$ cat src/hdl/lbp_pkg.sv
// Shared types, constants and neighbour tables for the 3x3 local binary pattern block.
// No dependencies; every other file of the block imports this package.
package lbp_pkg;

  localparam int MAX_ROWS_DEF = 1024;

  localparam int PIX_W    = 8;
  localparam int ROWS_W   = 11;
  localparam int COLS_W   = 16;
  localparam int COLP_W   = COLS_W + 1;
  localparam int CNT_W    = 32;
  localparam int PADDR_W  = 3;
  localparam int PDATA_W  = 32;

  localparam int ROWS_MIN = 3;
  localparam int COLS_MIN = 3;
  localparam logic [ROWS_W-1:0] ROWS_RESET = 11'd480;
  localparam logic [COLS_W-1:0] COLS_RESET = 16'd640;

  // Register indexes on the configuration port.
  localparam logic REG_ROWS = 1'b0;
  localparam logic REG_COLS = 1'b1;

  // Iterative divider that re-derives the centre row and column.
  localparam int DIV_STEPS = CNT_W;
  localparam int DIV_CNT_W = $clog2(DIV_STEPS + 1);

  // Window layout: index = 3*(1+row offset) + (1+column offset), centre in the middle.
  localparam int NB_N       = 8;
  localparam int WIN_N      = 9;
  localparam int CENTRE_TAP = 4;
  localparam int TAP_W      = 4;

  // Window tap of neighbour n, from its (column,row) offset as (1+dr)*3+(1+dc).
  localparam logic [TAP_W-1:0] NB_TAP [NB_N] = '{
    4'd5, 4'd8, 4'd7, 4'd6, 4'd3, 4'd0, 4'd1, 4'd2
  };

  // Neighbours that fall off each image edge.
  localparam logic [NB_N-1:0] NB_LEFT  = 8'b0011_1000;  // column offset -1
  localparam logic [NB_N-1:0] NB_RIGHT = 8'b1000_0011;  // column offset +1
  localparam logic [NB_N-1:0] NB_UP    = 8'b1110_0000;  // row offset -1
  localparam logic [NB_N-1:0] NB_DOWN  = 8'b0000_1110;  // row offset +1

  typedef struct packed {
    logic [COLS_W-1:0] cols;
    logic [CNT_W-1:0]  total;
  } cfg_t;

  typedef struct packed {
    logic busy;
    logic done;
  } div_st_t;

  typedef struct packed {
    logic             emit;
    logic             last;
    logic [NB_N-1:0]  mask;
    logic [PIX_W-1:0] pixel;
  } item_t;

  typedef struct packed {
    logic en1;
    logic en2;
    logic en3;
  } pipe_en_t;

  typedef struct packed {
    logic v1;
    logic v2;
  } pipe_st_t;

endpackage

$ cat src/hdl/lbp_regs.sv
// Configuration registers on the APB-style port, with saturated image size and pixel total.
// Depends on lbp_pkg.
module lbp_regs
  import lbp_pkg::*;
#(
  parameter int MAX_ROWS = MAX_ROWS_DEF,
  parameter int RW       = $clog2(MAX_ROWS + 1)
) (
  input  logic               clk_i,
  input  logic               rst_ni,
  input  logic               psel_i,
  input  logic               penable_i,
  input  logic               pwrite_i,
  input  logic [PADDR_W-1:0] paddr_i,
  input  logic [PDATA_W-1:0] pwdata_i,
  output logic [PDATA_W-1:0] prdata_o,
  output logic               pready_o,
  output logic [RW-1:0]      rows_o,
  output cfg_t               cfg_o,
  output logic               wr_o
);

  logic [ROWS_W-1:0] rows_q;
  logic [COLS_W-1:0] cols_q;
  logic [CNT_W-1:0]  total_q;
  logic [RW-1:0]     rows_eff;
  logic [COLS_W-1:0] cols_eff;
  logic              idx;

  assign pready_o = 1'b1;
  assign idx      = paddr_i[PADDR_W-1];
  assign wr_o     = psel_i && penable_i && pwrite_i;

  always_ff @(posedge clk_i or negedge rst_ni) begin
    if (!rst_ni) begin
      rows_q <= ROWS_RESET;
      cols_q <= COLS_RESET;
    end else if (wr_o) begin
      case (idx)
        REG_ROWS: rows_q <= pwdata_i[ROWS_W-1:0];
        REG_COLS: cols_q <= pwdata_i[COLS_W-1:0];
        default: ;
      endcase
    end
  end

  always_comb begin
    case (idx)
      REG_ROWS: prdata_o = PDATA_W'(rows_q);
      REG_COLS: prdata_o = PDATA_W'(cols_q);
      default:  prdata_o = '0;
    endcase
  end

  // Out-of-range sizes are clamped to what the datapath supports.
  always_comb begin
    if (rows_q < ROWS_W'(ROWS_MIN)) begin
      rows_eff = RW'(ROWS_MIN);
    end else if (CNT_W'(rows_q) > CNT_W'(MAX_ROWS)) begin
      rows_eff = RW'(MAX_ROWS);
    end else begin
      rows_eff = RW'(rows_q);
    end
    cols_eff = (cols_q < COLS_W'(COLS_MIN)) ? COLS_W'(COLS_MIN) : cols_q;
  end

  always_ff @(posedge clk_i) begin
    total_q <= CNT_W'(rows_eff) * CNT_W'(cols_eff);
  end

  assign rows_o      = rows_eff;
  assign cfg_o.cols  = cols_eff;
  assign cfg_o.total = total_q;

endmodule

$ cat config.mk
export PLATFORM = sky130hd
export DESIGN_NAME = lbp_regs
export DESIGN_NICKNAME = d
export VERILOG_FILES = /design/src/hdl/lbp_pkg.sv /design/src/hdl/lbp_regs.sv
export SDC_FILE = /design/constraint.sdc
export NUM_CORES = 1
export LEC_CHECK = 0
export BUFFER_PORTS_ARGS = -buffer_cell sky130_fd_sc_hd__buf_2
export CAP_MARGIN = 10
export CORE_MARGIN = 2
export CORE_UTILIZATION = 59
export DETAILED_ROUTE_END_ITERATION = 8
export HOLD_SLACK_MARGIN = 0.15
export PLACE_DENSITY_LB_ADDON = 0.1
export SETUP_SLACK_MARGIN = 0.4
export SYNTH_ARGS = -nofsm -noshare
export SYNTH_HDL_FRONTEND = slang
export SYNTH_SLANG_ARGS = --single-unit
export TNS_END_PERCENT = 50
$ cat constraint.sdc
create_clock -name clk_i -period 6.5 [get_ports clk_i]
set_clock_uncertainty 0.15 [all_clocks]
set_input_delay 0.65 -clock clk_i [delete_from_list [all_inputs] [get_ports clk_i]]
set_output_delay 0.65 -clock clk_i [all_outputs]
set_load 0.05 [all_outputs]
After elaboration in Yosys (flattened, before gate mapping)
Index checks and enable logic that the tools add are counted.
{"block": "classes", "n_mul": 1, "muxes": 4, "shift": 0, "n_bitwise": 1, "magnitude_cmp": 3, "div": 0, "add_sub_neg": 0, "n_reduce_logical": 4, "eq_ne": 0}
{"operator": "$pmux W32 S2", "n": 1}
{"operator": "$mul A11 B16 Y27", "n": 1}
{"operator": "$mux W11", "n": 2}
{"operator": "$lt A16 B2 Y1 const B", "n": 1}
{"operator": "$mux W16", "n": 1}
{"operator": "$gt A11 B11 Y1 const B", "n": 1}
{"operator": "$lt A11 B2 Y1 const B", "n": 1}
{"operator": "$reduce_and A2 Y1", "n": 2}
{"operator": "$logic_and A1 B1 Y1", "n": 2}
{"operator": "$not A1 Y1", "n": 1}
{"block": "word_totals", "register_bits": 54, "mem_count": 0, "romBits": 0, "latch_bits": 0, "ram_bits": 0, "wordCells": 16, "output_inout_bits": 93, "inputBits": 40}

Longest topological paths before layout
Gate-level depths: netlist (run 1).
{"block": "logic_depth", "depth_word": 4, "depth_mapped": 23, "depth_no_buf": 22}

Least setup slack after synthesis (run 1)
Ideal clock, no wire load.
{"block": "synth_timing", "path_type": "reg2reg", "startpoint": "register rows_q[10]", "endpoint": "register total_q[25]", "stages_incl_launch_ff": 21, "path_buffers": 3, "required_time_ps": 6227, "setup_slack_ps": 334, "synth_period_minus_slack_ps": 6166, "arrival_time_ps": 5894, "setup_time_ps": 123, "path_cell_list": "dfrtp_1 -> buf_1 -> nor2b_1 -> clkbuf_1 -> nand2_1 -> fa_1 -> inv_1 -> fa_1 -> fa_1 -> fa_1 -> inv_1 -> fa_1 -> inv_1 -> ha_1 -> and2_1 -> buf_2 -> and3_1 -> a21oi_1 -> a21boi_1 -> o21ai_1 -> xor2_1"}
{"block": "synth_via", "elab_chain_len": 4, "elab_cells_between_ends": 5, "cone_classes": "1 x mul; 2 x order compare; 2 x mux"}
{"element": "from (decl)", "line": "lbp_regs.sv:23", "source": "logic [ROWS_W-1:0] rows_q;"}
{"element": "from (signal assigned)", "line": "lbp_regs.sv:40", "source": "REG_ROWS: rows_q <= pwdata_i[ROWS_W-1:0];"}
{"element": "$gt A11 B11 Y1", "line": "lbp_regs.sv:59", "source": "end else if (CNT_W'(rows_q) > CNT_W'(MAX_ROWS)) begin"}
{"element": "$mux W11", "line": "lbp_regs.sv:59"}
{"element": "$mux W11 (*)", "line": "lbp_regs.sv:57", "source": "if (rows_q < ROWS_W'(ROWS_MIN)) begin"}
{"element": "named net rows_o[7]", "line": "lbp_regs.sv:18", "source": "output logic [RW-1:0] rows_o,"}
{"element": "$mul A11 B16 Y27 (*)", "line": "lbp_regs.sv:68", "source": "total_q <= CNT_W'(rows_eff) * CNT_W'(cols_eff);"}
{"element": "to (signal assigned)", "line": "lbp_regs.sv:68"}
{"element": "to (decl)", "line": "lbp_regs.sv:25", "source": "logic [CNT_W-1:0] total_q;"}
Mark *: on every way through the listed nets, which the timed path passes. The rest lies on a longest branch.
A chain may end at the register's enable or synchronous reset.

Final worst setup path (run 1)
{"block": "layout_timing", "startpoint": "register cols_q[8]", "endpoint": "register total_q[22]"}
{"block": "layout_via", "elab_chain_len": 3}
{"element": "from (decl)", "line": "lbp_regs.sv:24", "source": "logic [COLS_W-1:0] cols_q;"}
{"element": "from (signal assigned)", "line": "lbp_regs.sv:41", "source": "REG_COLS: cols_q <= pwdata_i[COLS_W-1:0];"}
{"element": "$lt A16 B2 Y1", "line": "lbp_regs.sv:64", "source": "cols_eff = (cols_q < COLS_W'(COLS_MIN)) ? COLS_W'(COLS_MIN) : cols_q;"}
{"element": "$mux W16 (*)", "line": "lbp_regs.sv:64"}
{"element": "$mul A11 B16 Y27 (*)", "line": "lbp_regs.sv:68"}
Mark *: on every way between the ends. The rest lies on a longest branch, timed or not.

==> results of run 1 <==
[layer usage]
layer  global-route usage (%)  vias up
met5                        0        -
met4                     6.61        0
met3                     3.25       28
met2                     46.1      141
met1                     33.4     3072
li1                         -     2782
[repair_timing]
item,4_1_cts,5_1_grt
resized for setup,2,16
hold buffers,0,0
pin swaps,0,2
endpoints found under the setup margin,3,10
[cells in the final DEF, fill, tap and decap left out, types with 13 or more instances in the layout]
| master | count |
|---|---|
| a21oi_1 | 19 |
| dfrtp_1 | 20 |
| and2_1 | 75 |
| buf_2 | 92 |
| nand2_1 | 116 |
| nor2_1 | 28 |
| buf_4 | 23 |
| dfxtp_1 | 27 |
| inv_1 | 165 |
| ha_1 | 64 |
| conb_1 | 22 |
| mux2_1 | 14 |
| fa_1 | 125 |
| xnor2_1 | 13 |
| mux2_2 | 24 |
[worst paths after layout]
| check | cells past startpoint | start | end | slack (ns) |
|---|---|---|---|---|
| min in group clk_i | 2 | pwdata_i[13] | cols_q[13] | 0.40 |
| max in group asynchronous | 1 | rst_ni | rows_q[10] | 5.56 |
| worst min register to register | 1 | rows_q[0] | rows_q[0] | 0.40 |
| worst max-delay path | 20 | cols_q[8] | total_q[22] | 0.48 |
| worst min-delay path | 1 | rst_ni | cols_q[2] | 0.20 |
| worst max register to register | 20 | cols_q[8] | total_q[22] | 0.48 |
[kinds of logic (layout without fill, tap and decap cells)]
group	after synthesis	count (layout)
muxes	39	39
DFF	54	54
adders and majority gates	190	190
AOI/OAI and AO/OA	66	66
xor gates and xnor gates	22	22
other	2	22
buffers and inverters	247	292
and+or+nand+nor	268	268
[final cells by class]
| cell class | count | share of cell area (%) |
|---|---|---|
| Multi-Input combinational cell | 607 | 67.1 |
| Clock inverter | 2 | 0.442 |
| Clock buffer | 6 | 1.47 |
| Inverter | 169 | 7.28 |
| Tap cell | 176 | 2.51 |
| Timing Repair Buffer | 115 | 7.22 |
| Sequential cell | 54 | 14.0 |
[stage by stage]
step / instance area, µm² / worst slack (ns) / hold WS, ns / util [%]
final: 8770 / 0.481 / 0.202 / 66.2
after global routing: 8770 / 0.237 / 0.248 / 66.2
after CTS: 8700 / 0.420 / 0.227 / 65.7
after detailed placement: 8520 / 0.362 / 0.382 / 64.3
after global placement: 8520 / 0.468 / 0.376 / 64.3
after floorplan: 8060 / 0.407 / 0.204 / -
[state kept, by name (all words and copies together) (netlist names)]
| name | count |
|---|---|
| total_q | 27 |
| cols_q | 16 |
| rows_q | 11 |
[critical path, stage by stage, from the launching register on]
cell,delay (ns)
dfrtp_1,0.45
nor4_4,0.43
and4_4,0.31
nor2_2,0.07
inv_2,0.12
nand2_1,0.09
fa_1,0.51
fa_1,0.55
inv_1,0.07
fa_1,0.51
fa_1,0.54
inv_1,0.05
fa_1,0.52
inv_1,0.04
ha_2,0.37
and3_2,0.25
and4_1,0.20
o21ai_1,0.13
a31oi_4,0.28
a21oi_2,0.10
xnor2_1,0.13
==> flow_summary_export.csv, run 1 <==
group,metric,value,unit
run_status,status,"finished clean",
cells_and_area,fillCellCount,1171,
logic_synthesis,synthCells,888,
placed_design,dp_hpwl,14300,µm
placed_design,place_inst,1121,
logic_synthesis,synth_mux_area_share,5.48,%
cells_and_area,insertedDiodeCount,0,
sta,hold_viol,0,
sta,worst_pin_slew,0.782,ns
routing,drt_first_iter_violations,227,
cells_and_area,fin_nets,1182,
routing,drc,0,
setup_path,worstPathArrival,6.05,ns
setup_path,cp-end-kind,"flip-flop",
sta,max_slew_margin,47.8,%
cts,clk_pin_slew,0.08,ns
floorplanning,die_y,120,µm
routing,viasPerCell,5.33,
logic_synthesis,synth_seq_cells,54,
global_routing,grt_pass1_wl,29700,µm
global_routing,grt_max_degree,28,
sta,rsz0062_at_grt,"true",
setup_path,path_max_fanout,7,
cts,cts_tree,"yes",
sta,period_needed,6.02,ns
sta,setup_viol,0,
cts,cts_made_buffers,5,
setup_path,crit_required,6.53,ns
sta,slew_violations,0,
logic_synthesis,synth.distinct_cells,57,
routing,route.final.wire_length,17900,µm
global_routing,antenna_found_initial,0,
logic_synthesis,yosys-top-cells-area,"fa_1 31%, ha_1 10%, inv_1 7.8%",
logic_synthesis,synthSimpleGateAreaFrac,16.5,%
routing,routed-wl-met3,720,µm
floorplanning,start_util,60.3,%
floorplanning,placementRows,42,
logic_synthesis,syn_avg_cell_area,8.99,µm²
setup_path,critPathKind,"reg -> reg",
logic_synthesis,synth-main-ff-cell,"dfxtp_1",
global_routing,grt_overflow,0,
global_routing,grt_pass1_vias,6200,
logic_synthesis,synth_top_family_by_area,"adder cells",
cells_and_area,drive_gt1_share,18.5,%
routing,top_layer_used,"met4",
routing,wl_per_cell,15.8,µm
routing,vias,6023,
cts,cts.sinks,54,
logic_synthesis,synthAdderAreaFrac,41.5,%
floorplanning,die_area,14500,µm²
logic_synthesis,synth_edf_count,0,
setup_path,start_kind,"flip-flop",
sta,fin_crit_sh,92.6,%
routing,wl_met1,7280,µm
cells_and_area,finalNonFillerCells,1129,
logic_synthesis,ys_warn_count,0,
global_routing,grt_util_all_layers,25.8,%
routing,dr.pass1.iters,5,
routing,ant_nets,0,
sta,clock.fmax,166,MHz
logic_synthesis,synth_top_area_share,31.3,%
sta,fin_tns_setup,0,ns
placed_design,port_buffers,92,
logic_synthesis,ys_async_sr_fraction,50.0,%
placed_design,place_congestion,0.832,
job,maxCapViolations,0,
logic_synthesis,syn-cell-area,7990,µm²
floorplanning,die_w,120,µm
logic_synthesis,synth_compound_area_share,5.78,%
logic_synthesis,yosys.area_share.xor_xnor,2.41,%
cts,cts_max_level,2,
worst_hold_path,hold_path_class,"in -> async",
floorplanning,core,13200,µm²
logic_synthesis,ys_seq_area_share,15.3,%
cells_and_area,regArea,1230,µm²
routing,wl_met2,9420,µm
logic_synthesis,synth.most_common_cell,"inv_1",
logic_synthesis,synth_top_area_cell,"fa_1",
logic_synthesis,synthTopCellsByCount,"166 x inv_1, 125 x fa_1, 116 x nand2_1, 75 x and2_1, 65 x ha_1",
cts,cts-root-buf,"clkbuf_16",
cts,cts_max_path_buffers,2,
cts,post_cts_buffers,0,
cts,insertion_delay,0.31,ns
cells_and_area,multi_input_area,5880,µm²
cells_and_area,area_growth,9.78,%
floorplanning,num_io_pins,133,
Power of run 1 is left out: the tool's default activity adds up to more than one toggle a clock period on the data nets, which glitch-free logic cannot reach.
==> run 2: changes to the inputs <==
- PLACE_DENSITY: unset -> 0.81
- PLACE_DENSITY_LB_ADDON: 0.1 -> unset
==> run 2 against run 1 <==
Net effect: core utilization is 0.22 points higher; non-clock buffer count grew 7; via count about the same; wire length down 2.3%; cell count grew 0.62%; setup slack improved by 0.14 ns; critical path depth unchanged; cell area rose by 0.33%; worst hold slack worse by 0.0034 ns; sequential share of layout area decreased by 0.074 points.
==> flow_summary_export.csv, run 2 (same netlist as run 1, synthesis figures left out) <==
group,metric,value,unit
run_status,status,"finished clean",
setup_path,start_kind,"flip-flop",
sta,slew_violations,0,
cells_and_area,largest_reg_flops,27,
placed_design,dp_hpwl,13700,µm
sta,max_slew_margin,53.8,%
routing,drt_first_iter_violations,291,
cts,cts_tree,"yes",
routing,wl_per_cell,15.4,µm
cts,cts_made_buffers,5,
sta,fin_tns_setup,0,ns
placed_design,post_dp_cell_area,8510,µm²
floorplanning,num_io_pins,133,
cells_and_area,fin_nets,1189,
sta,fin_hold_ws,0.199,ns
routing,vias,6020,
cells_and_area,drive_gt1_share,19.3,%
global_routing,grt_pass1_vias,6168,
placed_design,place_congestion,0.849,
routing,drc,0,
floorplanning,die_area,14500,µm²
cts,ctsHoldBuffers,0,
sta,rsz0062_at_grt,"true",
cells_and_area,top_register,"total_q",
floorplanning,die_y,120,µm
routing,route.final.wire_length,17500,µm
sta,setup_viol,0,
cells_and_area,top_regs,"total_q (27), cols_q (16), rows_q (11)",
routing,ant_nets,0,
cells_and_area,most-common-layout-cells,"164 x inv_1, 125 x fa_1, 116 x nand2_1, 92 x buf_2, 75 x and2_1",
sta,worst_pin_slew,0.691,ns
routing,dr.pass1.iters,5,
sta,fin_crit_sh,90.5,%
cts,cts_max_level,2,
floorplanning,core,13200,µm²
floorplanning,placementRows,42,
setup_path,critPathKind,"reg -> reg",
cts,insertion_delay,0.31,ns
global_routing,grt_pass1_wl,29100,µm
cells_and_area,area_growth,10.1,%
job,maxCapViolations,0,
setup_path,crit_required,6.55,ns
floorplanning,start_util,60.3,%
cts,cts-root-buf,"clkbuf_16",
placed_design,port_buffers,92,
floorplanning,die_w,120,µm
cts,cts_max_path_buffers,2,
cells_and_area,final_area,8800,µm²
cts,clk_pin_slew,0.08,ns
routing,viasPerCell,5.30,
cts,cts.sinks,54,
global_routing,grt_util_all_layers,25.1,%
cells_and_area,fillCellCount,1078,
global_routing,grt_max_degree,28,
setup_path,cp-end-kind,"flip-flop",
sta,clock.fmax,170,MHz
cells_and_area,final_common_cell,"inv_1",
worst_hold_path,hold_path_class,"in -> async",
setup_path,path_max_fanout,7,
sta,period_needed,5.88,ns
global_routing,grt_overflow,0,
setup_path,worstPathArrival,5.93,ns
sta,hold_viol,0,
global_routing,antenna_found_initial,0,
cells_and_area,insertedDiodeCount,0,
## run 2: per-layer routing
metal  vias up  global-route usage, %  share of wire, %
li1       2801                      -                 -
met1      3025                   33.1                41
met2       175                   43.3                52
met3        19                   3.58               5.0
met4         0                   7.63               1.7
met5         -                      0                 0
## run 2: cell type report
cell class                      count  area, µm²  share of cell area (%)
Tap cell                          176        220                    2.50
Sequential cell                    54       1230                    13.9
Timing Repair Buffer              122        686                    7.80
Inverter                          169        642                    7.30
Multi-Input combinational cell    607       5880                    66.8
Clock buffer                        6        129                    1.47
Clock inverter                      2       13.8                   0.156
## run 2: repair_timing
action | CTS | global route
endpoints found under the setup margin | 5 | 11
resized for setup | 2 | 20
pin swaps | 0 | 4
setup buffers | 0 | 8
## run 2: path summary, 6_finish.rpt
check                      startpoint     endpoint  slack, ns  cells past startpoint
setup reg to reg            cols_q[1]  total_q[22]       0.62                     20
hold reg to reg             rows_q[0]    rows_q[0]       0.39                      1
setup / recovery            cols_q[1]  total_q[22]       0.62                     20
min in group clk_i          rows_q[0]    rows_q[0]       0.39                      1
hold / removal                 rst_ni    rows_q[1]       0.20                      1
max in group asynchronous      rst_ni   rows_q[10]       5.55                      1
## run 2: metrics by stage
| stage | util, % | instances | worst slack [ns] |
|---|---|---|---|
| after floorplan | - | 908 | 0.407 |
| after global placement | 64.3 | 1120 | 0.387 |
| after detailed placement | 64.3 | 1120 | 0.305 |
| after CTS | 65.4 | 1128 | 0.406 |
| after global routing | 66.4 | 1136 | 0.358 |
| final | 66.4 | 1136 | 0.620 |
## run 2: worst max-delay path, cell delays in order (launching register included)
cell and delay [ns]:
dfrtp_2 0.45, a211oi_2 0.29, and4_4 0.31, nor2_2 0.08
inv_2 0.12, nand2_1 0.09, fa_1 0.51, fa_1 0.56
inv_1 0.06, fa_1 0.50, fa_1 0.54, inv_1 0.05
fa_1 0.52, inv_1 0.04, ha_2 0.36, nand4_1 0.10
o211ai_1 0.32, nor2_1 0.15, a31oi_4 0.30, a21oi_1 0.12
xnor2_1 0.13
Power of run 2 is left out for the same reason.
==> run 3: changes to the inputs <==
- clock period: 6.5 -> 5.57 ns (I/O delays scaled with it)
==> run 3 against run 2 <==
Net effect: first-iteration DRC count is 34% higher; fmax is 7.2% higher; cell count is 5.4% higher; sequential cell count stayed put; count of clock-buffer cells in the layout stayed put; worst hold slack better by 0.11 ns; wire length is 18% higher; largest cell class unchanged; non-clock buffer count is 60 higher; critical path type unchanged; via count is 8.4% higher; highest routed layer unchanged; die area stayed put.
==> flow_summary_export.csv, run 3 (same netlist as run 1, synthesis figures left out) <==
group,metric,value,unit
placed_design,place_congestion,0.874,
setup_path,r2r-start,"cols_q[1]",
cts,cts_max_level,2,
setup_path,critPathKind,"reg -> reg",
floorplanning,die_w,120,µm
cells_and_area,drive_gt1_share,32.8,%
cells_and_area,top_regs,"total_q (27), cols_q (16), rows_q (11)",
cells_and_area,fillCellCount,890,
floorplanning,placementRows,42,
cts,cts_made_buffers,5,
setup_path,crit_family,"adder cells",
routing,drt_first_iter_violations,391,
job,maxCapViolations,0,
cells_and_area,post-route-util,74.8,%
worst_hold_path,hold_depth,2,
setup_path,path_max_fanout,5,
cells_and_area,area_growth,24.0,%
sta,setup_slack,0.0842,ns
setup_path,critPathBufInv,4,
routing,vias,6523,
sta,slew_violations,0,
cts,cts.sinks,54,
routing,wl_per_cell,17.2,µm
placed_design,port_buffers,92,
routing,drc,0,
placed_design,dp_hpwl,14000,µm
global_routing,grt_overflow,0,
cells_and_area,multi_input_area,6390,µm²
global_routing,grt_util_all_layers,28.0,%
setup_path,reg2reg_to,"total_q[26]",
cts,cts_tree,"yes",
global_routing,grt_pass1_vias,6592,
routing,ant_nets,0,
cts,cts-root-buf,"clkbuf_16",
sta,period_needed,5.49,ns
floorplanning,core,13200,µm²
cts,insertion_delay,0.31,ns
cells_and_area,most-common-layout-cells,"149 x inv_1, 119 x fa_1, 102 x nand2_1, 92 x buf_2",
cells_and_area,top_register,"total_q",
setup_path,worstPathArrival,5.56,ns
placed_design,dp_slack,-0.0864,ns
run_status,status,"finished clean",
setup_path,cp_common_cell,"fa_1",
routing,dr.pass1.iters,5,
cts,clk_pin_slew,0.07,ns
floorplanning,num_io_pins,133,
worst_hold_path,hold_path_class,"in -> reg",
floorplanning,die_area,14500,µm²
sta,hold_viol,0,
sta,max_slew_margin,52.3,%
routing,route.final.wire_length,20500,µm
placed_design,place_inst,1149,
setup_path,r2r_slack,0.08,ns
setup_path,rr_worst_depth,20,
sta,fin_crit_sh,98.5,%
cells_and_area,final_common_cell,"inv_1",
worst_hold_path,min_to,"cols_q[11]",
sta,clock.fmax,182,MHz
setup_path,crit_required,5.64,ns
cells_and_area,regArea,1220,µm²
cells_and_area,fin_nets,1250,
cts,cts_max_path_buffers,2,
sta,worst_pin_slew,0.714,ns
cells_and_area,largest_reg_flops,27,
cells_and_area,insertedDiodeCount,0,
setup_path,cp-end-kind,"flip-flop",
setup_path,slowest_delay,0.54,ns
global_routing,grt_pass1_wl,31600,µm
setup_path,worst_path_max_delay_cell,"fa_1",
setup_path,start_kind,"flip-flop",
cells_and_area,finalNonFillerCells,1197,
routing,viasPerCell,5.45,
global_routing,grt_max_degree,28,
floorplanning,start_util,60.3,%
setup_path,crit_chain,"a211oi_2 > and4_4 > nor2_4 > clkinv_4 > nand2_4 > fa_1 > fa_1 > inv_2 > fa_1 > fa_1 > inv_1 > fa_1 > inv_2 > ha_4 > and3_4 > and4_4 > o21ai_4 > a31oi_4 > o31ai_2 > a221oi_2",
global_routing,antenna_found_initial,0,
floorplanning,die_y,120,µm
sta,rsz0062_at_grt,"true",
sta,setup_viol,0,
worst_hold_path,min_from,"pwdata_i[11]",
-- run 3: cell types whose count changed in the layout (fill, tap and decap cells not counted), moves of 9 or more --
cell	previous run	this run
ha_4	0	14
ha_1	64	49
inv_1	164	149
nand2_2	0	11
inv_2	3	16
buf_6	0	12
nand2_1	116	102
a21oi_1	20	11
buf_4	30	70
-- run 3: layout make-up --
cell class	count	area share (%)
clock buffers	6	1.30
clock inverters	2	0.139
inverters	169	6.59
multi-input cells	608	64.5
flip-flops and latches	54	12.4
well taps	176	2.22
repair buffers	182	12.9
-- run 3: how the worst max path moves through the flow --
stage,startpoint,endpoint,slack [ns],cells after the start
after floorplan,cols_q[7],total_q[22],0.38,19
after global placement,rows_q[10],total_q[24],0.007,19
after detailed placement,rows_q[10],total_q[20],-0.09,19
after CTS,cols_q[8],total_q[26],0.18,21
after global routing,cols_q[11],total_q[26],-0.04,20
final,cols_q[1],total_q[26],0.08,20
-- run 3: per-layer routing --
layer | vias up | share of wire, % | GRT usage [%]
met5 | - | 0 | 0
met4 | 0 | 3.8 | 11.0
met3 | 67 | 5.9 | 3.96
met2 | 259 | 54 | 49.3
met1 | 3287 | 37 | 34.8
li1 | 2910 | - | -
-- run 3: through the flow --
step | TNS (ns) | hold slack, ns | cell area, µm²
detailed placement | -0.297 | 0.370 | 8940
global route | -0.0872 | 0.305 | 9910
floorplan | 0 | 0.111 | 8390
global placement | 0 | 0.360 | 8940
finish | 0 | 0.304 | 9910
CTS | 0 | 0.295 | 9620
-- run 3: timing repair --
| action | in CTS | in global routing |
|---|---|---|
| hold endpoints to repair | 21 | 0 |
| pin swaps | 28 | 51 |
| resized for setup | 66 | 50 |
| setup endpoints to repair | 17 | 18 |
| cloned | 2 | 0 |
| hold buffers | 1 | 0 |
| setup buffers | 25 | 12 |
Power of run 3 is left out for the same reason.
